[src/hdl/match_displacement_outlier_filter_macros.svh]
// Assertion macros for the match displacement outlier filter.
// Used by modules that check their own control logic; needs clk and rst_n in scope.
`ifndef MATCH_DISPLACEMENT_OUTLIER_FILTER_MACROS_SVH
`define MATCH_DISPLACEMENT_OUTLIER_FILTER_MACROS_SVH

// clocked property, off during reset
`define MDOF_ASSERT(label, prop, msg) \
    label: assert property (@(posedge clk) disable iff (!rst_n) prop) else $error(msg);

// condition that must never hold
`define MDOF_ASSERT_NEVER(label, expr, msg) \
    `MDOF_ASSERT(label, !(expr), msg)

`endif

[src/hdl/mdof_pkg.sv]
// Shared constants, codes and types for the match displacement outlier filter.
// No dependencies.
`timescale 1ns / 1ps

package mdof_pkg;

    localparam int MAX_POINTS   = 64;
    localparam int IDX_W        = $clog2(MAX_POINTS);
    localparam int CNT_W        = IDX_W + 1;
    localparam int COORD_W      = 20;
    localparam int SHIFT_W      = 21;
    localparam int DIFF_W       = 23;
    localparam int PROD_W       = 2 * DIFF_W;
    localparam int RAD_W        = 48;
    localparam int ROOT_W       = RAD_W / 2;
    localparam int REM_W        = ROOT_W + 3;
    localparam int DIST_W       = 22;
    localparam int SUM_W        = 28;
    localparam int WIN_W        = 7;
    localparam int CMP_W        = 31;
    localparam int SQRT_BITS    = 6;
    localparam int SQRT_CYCLES  = ROOT_W / SQRT_BITS;
    localparam int SQRT_CNT_W   = $clog2(SQRT_CYCLES);
    localparam int FIFO_DEPTH   = 4;
    localparam int FIFO_PTR_W   = $clog2(FIFO_DEPTH);
    localparam int CFG_IDX_W    = 2;
    localparam int CFG_DATA_W   = 21;

    localparam logic [1:0] SHIFT_NONE    = 2'd0;
    localparam logic [1:0] SHIFT_X_MINUS = 2'd1;
    localparam logic [1:0] SHIFT_X_PLUS  = 2'd2;
    localparam logic [1:0] SHIFT_Y_PLUS  = 2'd3;

    localparam logic [CFG_IDX_W-1:0] CFG_SHIFT_MODE   = 2'd0;
    localparam logic [CFG_IDX_W-1:0] CFG_SHIFT_AMOUNT = 2'd1;
    localparam logic [CFG_IDX_W-1:0] CFG_WINDOW_SIZE  = 2'd2;

    localparam logic [WIN_W-1:0] WINDOW_SIZE_RESET = 7'd10;

    typedef struct packed {
        logic [1:0]                shift_mode;
        logic signed [SHIFT_W-1:0] shift_amount;
        logic [WIN_W-1:0]          window_size;
    } cfg_t;

    typedef struct packed {
        logic [RAD_W-1:0] radicand;
        logic             last;
    } sq_item_t;

endpackage

[src/hdl/mdof_fifo.sv]
// Short queue between the front end and the back end.
// Depends on mdof_pkg.
`timescale 1ns / 1ps

module mdof_fifo
    import mdof_pkg::*;
(
    input  logic     clk,
    input  logic     rst_n,
    input  logic     push,
    input  sq_item_t push_item,
    output logic     full,
    input  logic     pop,
    output sq_item_t pop_item,
    output logic     empty
);

    sq_item_t              entry_reg [FIFO_DEPTH];
    logic [FIFO_PTR_W-1:0] wr_ptr_reg;
    logic [FIFO_PTR_W-1:0] rd_ptr_reg;
    logic [FIFO_PTR_W:0]   count_reg;
    logic                  do_push;
    logic                  do_pop;

    assign full     = (count_reg == (FIFO_PTR_W+1)'(FIFO_DEPTH));
    assign empty    = (count_reg == '0);
    assign do_push  = push && !full;
    assign do_pop   = pop && !empty;
    assign pop_item = entry_reg[rd_ptr_reg];

    always_ff @(posedge clk or negedge rst_n)
    begin
        if (!rst_n)
        begin
            wr_ptr_reg <= '0;
            rd_ptr_reg <= '0;
            count_reg  <= '0;
        end
        else
        begin
            if (do_push)
                wr_ptr_reg <= wr_ptr_reg + 1'b1;
            if (do_pop)
                rd_ptr_reg <= rd_ptr_reg + 1'b1;
            if (do_push && !do_pop)
                count_reg <= count_reg + 1'b1;
            else if (do_pop && !do_push)
                count_reg <= count_reg - 1'b1;
        end
    end

    always_ff @(posedge clk)
    begin
        if (do_push)
            entry_reg[wr_ptr_reg] <= push_item;
    end

endmodule

[config.mk]
export PLATFORM = sky130hd
export DESIGN_NAME = mdof_fifo
export DESIGN_NICKNAME = d
export VERILOG_FILES = /design/src/hdl/match_displacement_outlier_filter_macros.svh /design/src/hdl/mdof_pkg.sv /design/src/hdl/mdof_fifo.sv
export SDC_FILE = /design/constraint.sdc
export NUM_CORES = 1
export LEC_CHECK = 0
export BUFFER_PORTS_ARGS = -buffer_cell sky130_fd_sc_hd__buf_2
export CORE_ASPECT_RATIO = 1.25
export CORE_UTILIZATION = 40
export DETAILED_ROUTE_END_ITERATION = 7
export PLACE_DENSITY_LB_ADDON = 0.1
export SYNTH_ARGS = -nofsm -noshare
export SYNTH_HDL_FRONTEND = slang
export SYNTH_SLANG_ARGS = --single-unit
[constraint.sdc]
create_clock -name clk -period 2.6 [get_ports clk]
set_input_delay 0.13 -clock clk [delete_from_list [all_inputs] [get_ports clk]]
set_output_delay 0.13 -clock clk [all_outputs]
set_load 0.03 [all_outputs]
==> reports/qor.csv <==
metric,value,unit
outcome,"complete, but fails checks",
failed_checks,design-rule violations,
internal-power,7.71,mW
seq_power_share,39.5,%
area.growth.synth_to_final,27.5,%
drc,16,
largest_reg_flops,196,
clock.fmax,448,MHz
setup_viol,0,
drive_gt1_share,42.3,%
p_total,11.5,mW
die_h,156,um
portBuffers,103,
cts.sinks,203,
end_kind,output pin,
max_slew.worst_pin.slew,0.509,ns
path_clk_slew,0.06,ns
antenna_found_initial,0,
leakage,3.39,nW
grt_usage,14.9,%
irDropWorstVdd,598,uV
cp_slowest_cell,dfrtp_4,
syn_area_per_cell,25.8,um2
synth_area,0.00756,mm2
power_switching_share,32.9,%
ios,104,
r2r-start,count_reg[2]$_DFFE_PN0P_,
clock_power_share,25.9,%
reg2reg_depth,8,
syn-num-nets,352,
rsz0062_at_grt,false,
syn_inst,293,
most-common-layout-cells,"edfxtp_1 (196), buf_2 (103), dlygate4sd3_1 (52)",
htree_levels,1,
wirelength,13800,um
ys_seq_area_share,80.2,%
timing.final.max_slew_violations,0,
insertion_delay,0.49,ns
core_area,0.0183,mm2
yosysUniqueCellTypes,22,
start_kind,flop,
wl_per_cell,19.4,um
setup_tns,0,ns
die_w,125,um
p_switching,3.78,mW
initialDrtViolationCount,213,
r2r-end,count_reg[2]$_DFFE_PN0P_,
cts_buffers,22,
drt-pass1-iter-count,7,
dr_total_vias,3513,
slowest_delay,0.56,ns
grt_pass1_vias,4013,
diodes,0,
grt_max_degree,35,
crit_chain,buf_4 -> mux4_2 -> buf_2,
dieArea,0.0195,mm2
period_share,85.9,%
crit_required,2.47,ns
grt_pass1_wl,21800,um
fin_nets,531,
crit_path_start,rd_ptr_reg[0]$_DFFE_PN0P_,
grt-ovfl-total,0,
pwr_density_cell,1190,mW/mm2
fin_skew,0.0103,ns
crit_path_max_fanout,12,
ant_nets,0,
regToRegSetupSlack,0.37,ns
critPathKind,reg2out,
worstPathArrival,2.10,ns
fp-row-count,55,
cts_tree,yes,
period_minus_slack,2.23,ns
final_common_cell,edfxtp_1,
power_frac_comb,34.5,%
cap_violations,0,
maxSlewHeadroom,66.0,%
start_util,41.3,%
vias_per_cell,4.93,
yosys_warnings,0,
endpoint,pop_item[31],
gp_congestion,0.690,
synth_seq_cells,203,
dpl.hpwl,8350,um
cts_root_buffer,clkbuf_16,
hold_class,in2reg,
hold_viol,0,
clock_path_buffers,3,
## synth_stat cells (all sizes together)
cell type / n / area [um2]
inv: 4 / 15.0
xor2: 2 / 17.5
fa: 1 / 20.0
or3: 1 / 6.26
ha: 5 / 62.6
xnor2: 4 / 35.0
nand3: 1 / 5.00
mux2: 2 / 26.3
nor2: 1 / 3.75
buf: 12 / 148
and2: 4 / 25.0
dfrtp: 7 / 175
clkbuf: 1 / 3.75
nor2b: 1 / 6.26
mux4: 49 / 1110
nand2: 1 / 3.75
edfxtp: 196 / 5890
nor3b: 1 / 12.5
## through the flow
stage / instances / hold WS, ns / worst slack (ns) / util, % / cell area [um2]
4_1_cts: 713 / 0.120 / 0.294 / 52.7 / 9640
3_3_place_gp: 624 / -0.0254 / 0.507 / 46.0 / 8420
2_1_floorplan: 293 / -0.166 / 0.132 / - / 7560
5_1_grt: 713 / 0.153 / 0.142 / 52.7 / 9640
3_5_place_dp: 624 / -0.0277 / 0.394 / 46.0 / 8420
6_report: 713 / 0.128 / 0.365 / 52.7 / 9640
## critical path, delay by kind of cell, from the launching register on
kind / cells / cell delay, ns
buffers and inverters: 2 / 0.51
flip-flops: 1 / 0.56
multiplexers: 1 / 0.55
## power groups by stage
stage	sequential [mW]	clock (mW)	combinational, mW
after global routing	4.61	3.18	4.25
after detailed placement	4.63	0	4.00
final	4.54	2.98	3.97
after CTS	4.56	3.07	4.07
after floorplan	4.53	0	2.99
after global placement	4.58	0	3.98
## layer usage
| layer | vias to the layer above | GRT usage (%) | wire length [um] |
|---|---|---|---|
| li1 | 1594 | - | - |
| met1 | 1820 | 17.9 | 5640 |
| met2 | 86 | 27.3 | 7280 |
| met3 | 13 | 2.91 | 721 |
| met4 | 0 | 4.18 | 172 |
| met5 | - | 0 | 0 |
## cell type report
class	instances	area (um2)
clock buffer	31	646
clock inverter	6	57.6
fill	1514	8670
inverter	4	15.0
multi-input combinational	73	1340
sequential	203	6070
tap	228	285
timing repair buffer	168	1230
## what timing repair did
action                                  in CTS  in global routing
resized for setup                            0                  0
hold buffers                                52                  0
buffers inserted                             0                  0
endpoints found under the setup margin       0                  0
hold endpoints to repair                   205                  0
## worst min path at each step
stage                      from  depth (start not counted)  slack (ns)                   endpoint
after global placement    rst_n                          1       -0.03   count_reg[0]$_DFFE_PN0P_
after floorplan           rst_n                          0       -0.17   count_reg[0]$_DFFE_PN0P_
after global routing       push                          3        0.15  wr_ptr_reg[0]$_DFFE_PN0P_
final                      push                          3        0.13  wr_ptr_reg[0]$_DFFE_PN0P_
after CTS                  push                          3        0.12  wr_ptr_reg[0]$_DFFE_PN0P_
after detailed placement  rst_n                          1       -0.03   count_reg[2]$_DFFE_PN0P_
## logic make-up (layout without fill, tap and decap cells)
group         Yosys count  after routing  synth area share (%)
flops                 203            203                  80.2
mux                    51             51                  15.0
buf+inv                17            209                  2.20
simple gates           10             10                 0.828
fa+ha+maj               6              6                  1.09
xor+xnor                6              6                 0.695
Power figures use the tool's default switching activity.
