`src/hdl/match_displacement_outlier_filter_macros.svh`:
```
// Assertion macros for the match displacement outlier filter.
// Used by modules that check their own control logic; needs clk and rst_n in scope.
`ifndef MATCH_DISPLACEMENT_OUTLIER_FILTER_MACROS_SVH
`define MATCH_DISPLACEMENT_OUTLIER_FILTER_MACROS_SVH

// clocked property, off during reset
`define MDOF_ASSERT(label, prop, msg) \
    label: assert property (@(posedge clk) disable iff (!rst_n) prop) else $error(msg);

// condition that must never hold
`define MDOF_ASSERT_NEVER(label, expr, msg) \
    `MDOF_ASSERT(label, !(expr), msg)

`endif

```
`src/hdl/mdof_pkg.sv`:
```
// Shared constants, codes and types for the match displacement outlier filter.
// No dependencies.
`timescale 1ns / 1ps

package mdof_pkg;

    localparam int MAX_POINTS   = 64;
    localparam int IDX_W        = $clog2(MAX_POINTS);
    localparam int CNT_W        = IDX_W + 1;
    localparam int COORD_W      = 20;
    localparam int SHIFT_W      = 21;
    localparam int DIFF_W       = 23;
    localparam int PROD_W       = 2 * DIFF_W;
    localparam int RAD_W        = 48;
    localparam int ROOT_W       = RAD_W / 2;
    localparam int REM_W        = ROOT_W + 3;
    localparam int DIST_W       = 22;
    localparam int SUM_W        = 28;
    localparam int WIN_W        = 7;
    localparam int CMP_W        = 31;
    localparam int SQRT_BITS    = 6;
    localparam int SQRT_CYCLES  = ROOT_W / SQRT_BITS;
    localparam int SQRT_CNT_W   = $clog2(SQRT_CYCLES);
    localparam int FIFO_DEPTH   = 4;
    localparam int FIFO_PTR_W   = $clog2(FIFO_DEPTH);
    localparam int CFG_IDX_W    = 2;
    localparam int CFG_DATA_W   = 21;

    localparam logic [1:0] SHIFT_NONE    = 2'd0;
    localparam logic [1:0] SHIFT_X_MINUS = 2'd1;
    localparam logic [1:0] SHIFT_X_PLUS  = 2'd2;
    localparam logic [1:0] SHIFT_Y_PLUS  = 2'd3;

    localparam logic [CFG_IDX_W-1:0] CFG_SHIFT_MODE   = 2'd0;
    localparam logic [CFG_IDX_W-1:0] CFG_SHIFT_AMOUNT = 2'd1;
    localparam logic [CFG_IDX_W-1:0] CFG_WINDOW_SIZE  = 2'd2;

    localparam logic [WIN_W-1:0] WINDOW_SIZE_RESET = 7'd10;

    typedef struct packed {
        logic [1:0]                shift_mode;
        logic signed [SHIFT_W-1:0] shift_amount;
        logic [WIN_W-1:0]          window_size;
    } cfg_t;

    typedef struct packed {
        logic [RAD_W-1:0] radicand;
        logic             last;
    } sq_item_t;

endpackage

```
`src/hdl/mdof_front.sv`:
```
// Front end: accepts point pairs, applies the target shift, forms squared distance.
// Depends on mdof_pkg; feeds mdof_fifo.
`timescale 1ns / 1ps

module mdof_front
    import mdof_pkg::*;
(
    input  logic               clk,
    input  logic               rst_n,
    input  cfg_t               cfg,
    input  logic               in_valid,
    output logic               in_stall,
    input  logic [COORD_W-1:0] src_x,
    input  logic [COORD_W-1:0] src_y,
    input  logic [COORD_W-1:0] tgt_x,
    input  logic [COORD_W-1:0] tgt_y,
    input  logic               last_point,
    input  logic               fifo_full,
    output logic               push,
    output sq_item_t           push_item
);

    logic                     adv;
    logic                     s1_valid_reg;
    logic                     s2_valid_reg;
    logic                     s1_last_reg;
    logic                     s2_last_reg;
    logic signed [DIFF_W-1:0] dx_reg;
    logic signed [DIFF_W-1:0] dy_reg;
    logic signed [DIFF_W-1:0] dx_next;
    logic signed [DIFF_W-1:0] dy_next;
    logic signed [DIFF_W-1:0] shift_ext;
    logic signed [DIFF_W-1:0] tx_adj;
    logic signed [DIFF_W-1:0] ty_adj;
    logic signed [PROD_W-1:0] prod_x;
    logic signed [PROD_W-1:0] prod_y;
    logic [RAD_W-1:0]         sqx_reg;
    logic [RAD_W-1:0]         sqy_reg;

    assign adv      = !(s2_valid_reg && fifo_full);
    assign in_stall = !adv;

    assign shift_ext = {{(DIFF_W-SHIFT_W){cfg.shift_amount[SHIFT_W-1]}}, cfg.shift_amount};

    always_comb
    begin
        tx_adj = $signed({{(DIFF_W-COORD_W){1'b0}}, tgt_x});
        ty_adj = $signed({{(DIFF_W-COORD_W){1'b0}}, tgt_y});
        case (cfg.shift_mode)
            SHIFT_X_MINUS: tx_adj = tx_adj - shift_ext;
            SHIFT_X_PLUS:  tx_adj = tx_adj + shift_ext;
            SHIFT_Y_PLUS:  ty_adj = ty_adj + shift_ext;
            default:       ;
        endcase
        dx_next = $signed({{(DIFF_W-COORD_W){1'b0}}, src_x}) - tx_adj;
        dy_next = $signed({{(DIFF_W-COORD_W){1'b0}}, src_y}) - ty_adj;
    end

    assign prod_x = dx_reg * dx_reg;
    assign prod_y = dy_reg * dy_reg;

    always_ff @(posedge clk or negedge rst_n)
    begin
        if (!rst_n)
        begin
            s1_valid_reg <= 1'b0;
            s2_valid_reg <= 1'b0;
        end
        else if (adv)
        begin
            s1_valid_reg <= in_valid;
            s2_valid_reg <= s1_valid_reg;
        end
    end

    always_ff @(posedge clk)
    begin
        if (adv)
        begin
            dx_reg      <= dx_next;
            dy_reg      <= dy_next;
            s1_last_reg <= last_point;
            sqx_reg     <= {{(RAD_W-PROD_W){1'b0}}, prod_x};
            sqy_reg     <= {{(RAD_W-PROD_W){1'b0}}, prod_y};
            s2_last_reg <= s1_last_reg;
        end
    end

    assign push               = s2_valid_reg && !fifo_full;
    assign push_item.radicand = sqx_reg + sqy_reg;
    assign push_item.last     = s2_last_reg;

endmodule

```
`config.mk`:
```
export PLATFORM = sky130hd
export DESIGN_NAME = mdof_front
export DESIGN_NICKNAME = d
export VERILOG_FILES = /design/src/hdl/match_displacement_outlier_filter_macros.svh /design/src/hdl/mdof_pkg.sv /design/src/hdl/mdof_front.sv
export SDC_FILE = /design/constraint.sdc
export NUM_CORES = 2
export LEC_CHECK = 0
export BUFFER_PORTS_ARGS = -buffer_cell sky130_fd_sc_hd__buf_2
export CORE_MARGIN = 5
export CORE_UTILIZATION = 40
export DETAILED_ROUTE_END_ITERATION = 12
export PLACE_DENSITY = 0.6
export SLEW_MARGIN = 30
export SYNTH_ARGS = -nofsm -noshare
export SYNTH_HDL_FRONTEND = slang
export SYNTH_SLANG_ARGS = --single-unit
```
`constraint.sdc`:
```
create_clock -name clk -period 9.6 [get_ports clk]
set_input_delay 0 -clock clk [delete_from_list [all_inputs] [get_ports clk]]
set_output_delay 0 -clock clk [all_outputs]
set_load 0.03 [all_outputs]
```
==> flow_summary.yaml <==
timing:
  tightest_slew_ps: 964
  slew_headroom: 0.353
  rsz0062_at_grt: "false"
  finalCritPeriodShare: 0.860
  hold_violations: 0
  hold_ws_ps: 32.2
  setup_viol: 0
  min_period_ps: 8260
  max_freq_mhz: 121
  tns_ps: 0
  finClkSkew_ps: 13.5
  slew_violations: 0
die:
  die_x_um: 347
  die-area_um2: 121000
  die_height_um: 347
  rows: 123
  io_pins: 166
  start_util: 0.404
  core_um2: 113000
routing:
  firstDrtPassIters: 7
  via_count: 31100
  drc: 0
  routed_wl_um: 110000
  wl_per_cell_um: 17.4
  routed_via_density: 4.91
  drtIter0Drc: 1440
  ant_nets: 0
global_routing:
  globalRouteOverflowTotal: 0
  grt_pass1_wl_um: 181000
  grt.met3_usage: 0.0251
  grt_pass1_vias: 34200
  antenna_found_initial: 12
  grtUsageMet2: 0.330
  busiest_layer: "met2"
  grt.total_usage: 0.189
  grtUsageMet1: 0.259
  grt_max_degree: 58
final_layout:
  finalNetCount: 6360
  fin_util: 0.433
  syn2layout_area_growth_pct: 7.33
  drive_gt1_frac: 0.0585
  stdcell_area_um2: 48900
clocking:
  cts-root-buf: "clkbuf_16"
  clk_pin_slew_worst_paths_ps: 80
  cts_max_level: 4
  cts_tree: "yes"
  numCtsBuffers: 17
  cts_buffer_depth: 2
  cts_sinks: 140
  clk_latency_ps: 470
  cts_resized: 0
setup_path:
  path_class: "reg2reg"
  cp-start-kind: "flop"
  crit_arrival_ps: 8470
  required_ps: 9810
  path_max_fanout: 13
  cp-end-kind: "flop"
yosys:
  synth_top_area_frac: 0.459
  ys.warnings.count: 0
  synthTopCellsByCount: "inv_1, fa_1, ha_1, nand2_1, and2_1"
  seq_area_frac_synth: 0.0921
  synth_top_cell_by_area: "fa_1"
  synthCells: 4700
  yosysMostFrequentCell: "inv_1"
  ys_types: 82
  avgSynthCellArea_um2: 9.69
  synthArstFlopShare: 0.0143
  synthTopCellsByArea: "fa_1, inv_1, ha_1"
  synth-edff-count: 138
  ys_ff_latch: 140
  ys.flop_type: "edfxtp_1"
  synth_nets: 6236
  syn_area_um2: 45500
placement:
  placement.io_buffers: 157
  gp_congestion: 0.891
  dpl_cell_area_um2: 48200
  dp_hpwl_um: 95800
min_path:
  min_path_type: "in2reg"
run:
  max_cap_violations: 0
outcome:
  status: "completed"
==> area by class of cell <==
type	instances	area [um^2]
clock inverter	15	169
fill	11000	63900
clock buffer	17	425
timing repair buffer	221	1290
antenna	5	12.5
tap	1500	1880
inverter	1262	4740
sequential	140	4190
multi-input combinational	3182	36200
==> logic make-up after synthesis <==
kind of cell / synth area share
adders and majority gates: 0.563
xor gates and xnor gates: 0.0471
muxes: 0.00665
buffers and inverters: 0.114
and+or+nand+nor: 0.102
other: 0.0000824
DFF: 0.0921
AOI/OAI and AO/OA: 0.0760
==> per-layer routing <==
layer  part of all wire  up-vias  wire (um)
li1                   -    14500          -
met1               0.44    16000      48600
met2               0.49      620      54300
met3              0.053       80       5810
met4              0.014        6       1520
met5            0.00031        -         34
==> critical path, stage by stage, from the launching register on <==
cell       delay [ps]
edfxtp_1          850
nand2_1           210
inv_1             180
fa_1              460
fa_1              660
inv_1             230
fa_1              810
inv_1             290
fa_1              540
fa_1              480
fa_1              540
fa_1              420
ha_1              380
nand2_1           110
nor4_1            490
o211ai_1          240
o211ai_1          280
nor2b_1           230
o22ai_2           110
o2111ai_1         220
a21oi_1           110
xnor2_1           140
==> placed cells by master, fill, tap and decap left out, types with 5 or more instances in the layout <==
cell           count
a41o_1             5
o21ai_1            6
o31ai_1            7
or3_1             11
o21a_1            38
a21o_1            77
diode_2            5
o21bai_1          22
and3_1            11
o22ai_1            7
a31oi_1           15
nand2_1          367
mux2i_1           19
mux2_2            10
clkbuf_16         17
nor2b_1           61
xor2_1            86
o211ai_1          11
ha_1             377
nor2_1           156
o21ai_0           76
inv_6              6
nand2b_1          33
nor3_1            45
edfxtp_1         138
dlygate4sd3_1      7
and2_1           209
nand3_1           34
nand4_1           14
fa_1            1044
inv_1           1261
buf_4             56
a211oi_1          21
a21oi_1          179
buf_2            157
xnor2_1          159
a21boi_0           8
==> worst paths after layout <==
path                             start            to  slack (ps)  depth (start not counted)
max                          dy_reg[2]   sqy_reg[45]        1340                         21
min                           src_x[6]     dx_reg[6]          30                          3
max reg2reg                  dy_reg[2]   sqy_reg[45]        1340                         21
min reg2reg                s1_last_reg   s2_last_reg         430                          0
max in group asynchronous        rst_n  s1_valid_reg        9090                          3
min in group asynchronous        rst_n  s2_valid_reg         390                          3
==> per-stage QoR <==
step / instances / setup slack, ps
floorplan: 4700 / 2440
global placement: 6297 / 1400
detailed placement: 6297 / 1430
CTS: 6336 / 1350
global route: 6338 / 851
finish: 6342 / 1340
==> what timing repair did <==
item | CTS | global route
hold endpoints to repair | 7 | 0
hold buffers | 7 | 0
setup buffers | 0 | 0
endpoints found under the setup margin | 0 | 0
Power is left out: the tool's default activity adds up to more than one toggle a clock period on the data nets, which glitch-free logic cannot reach.
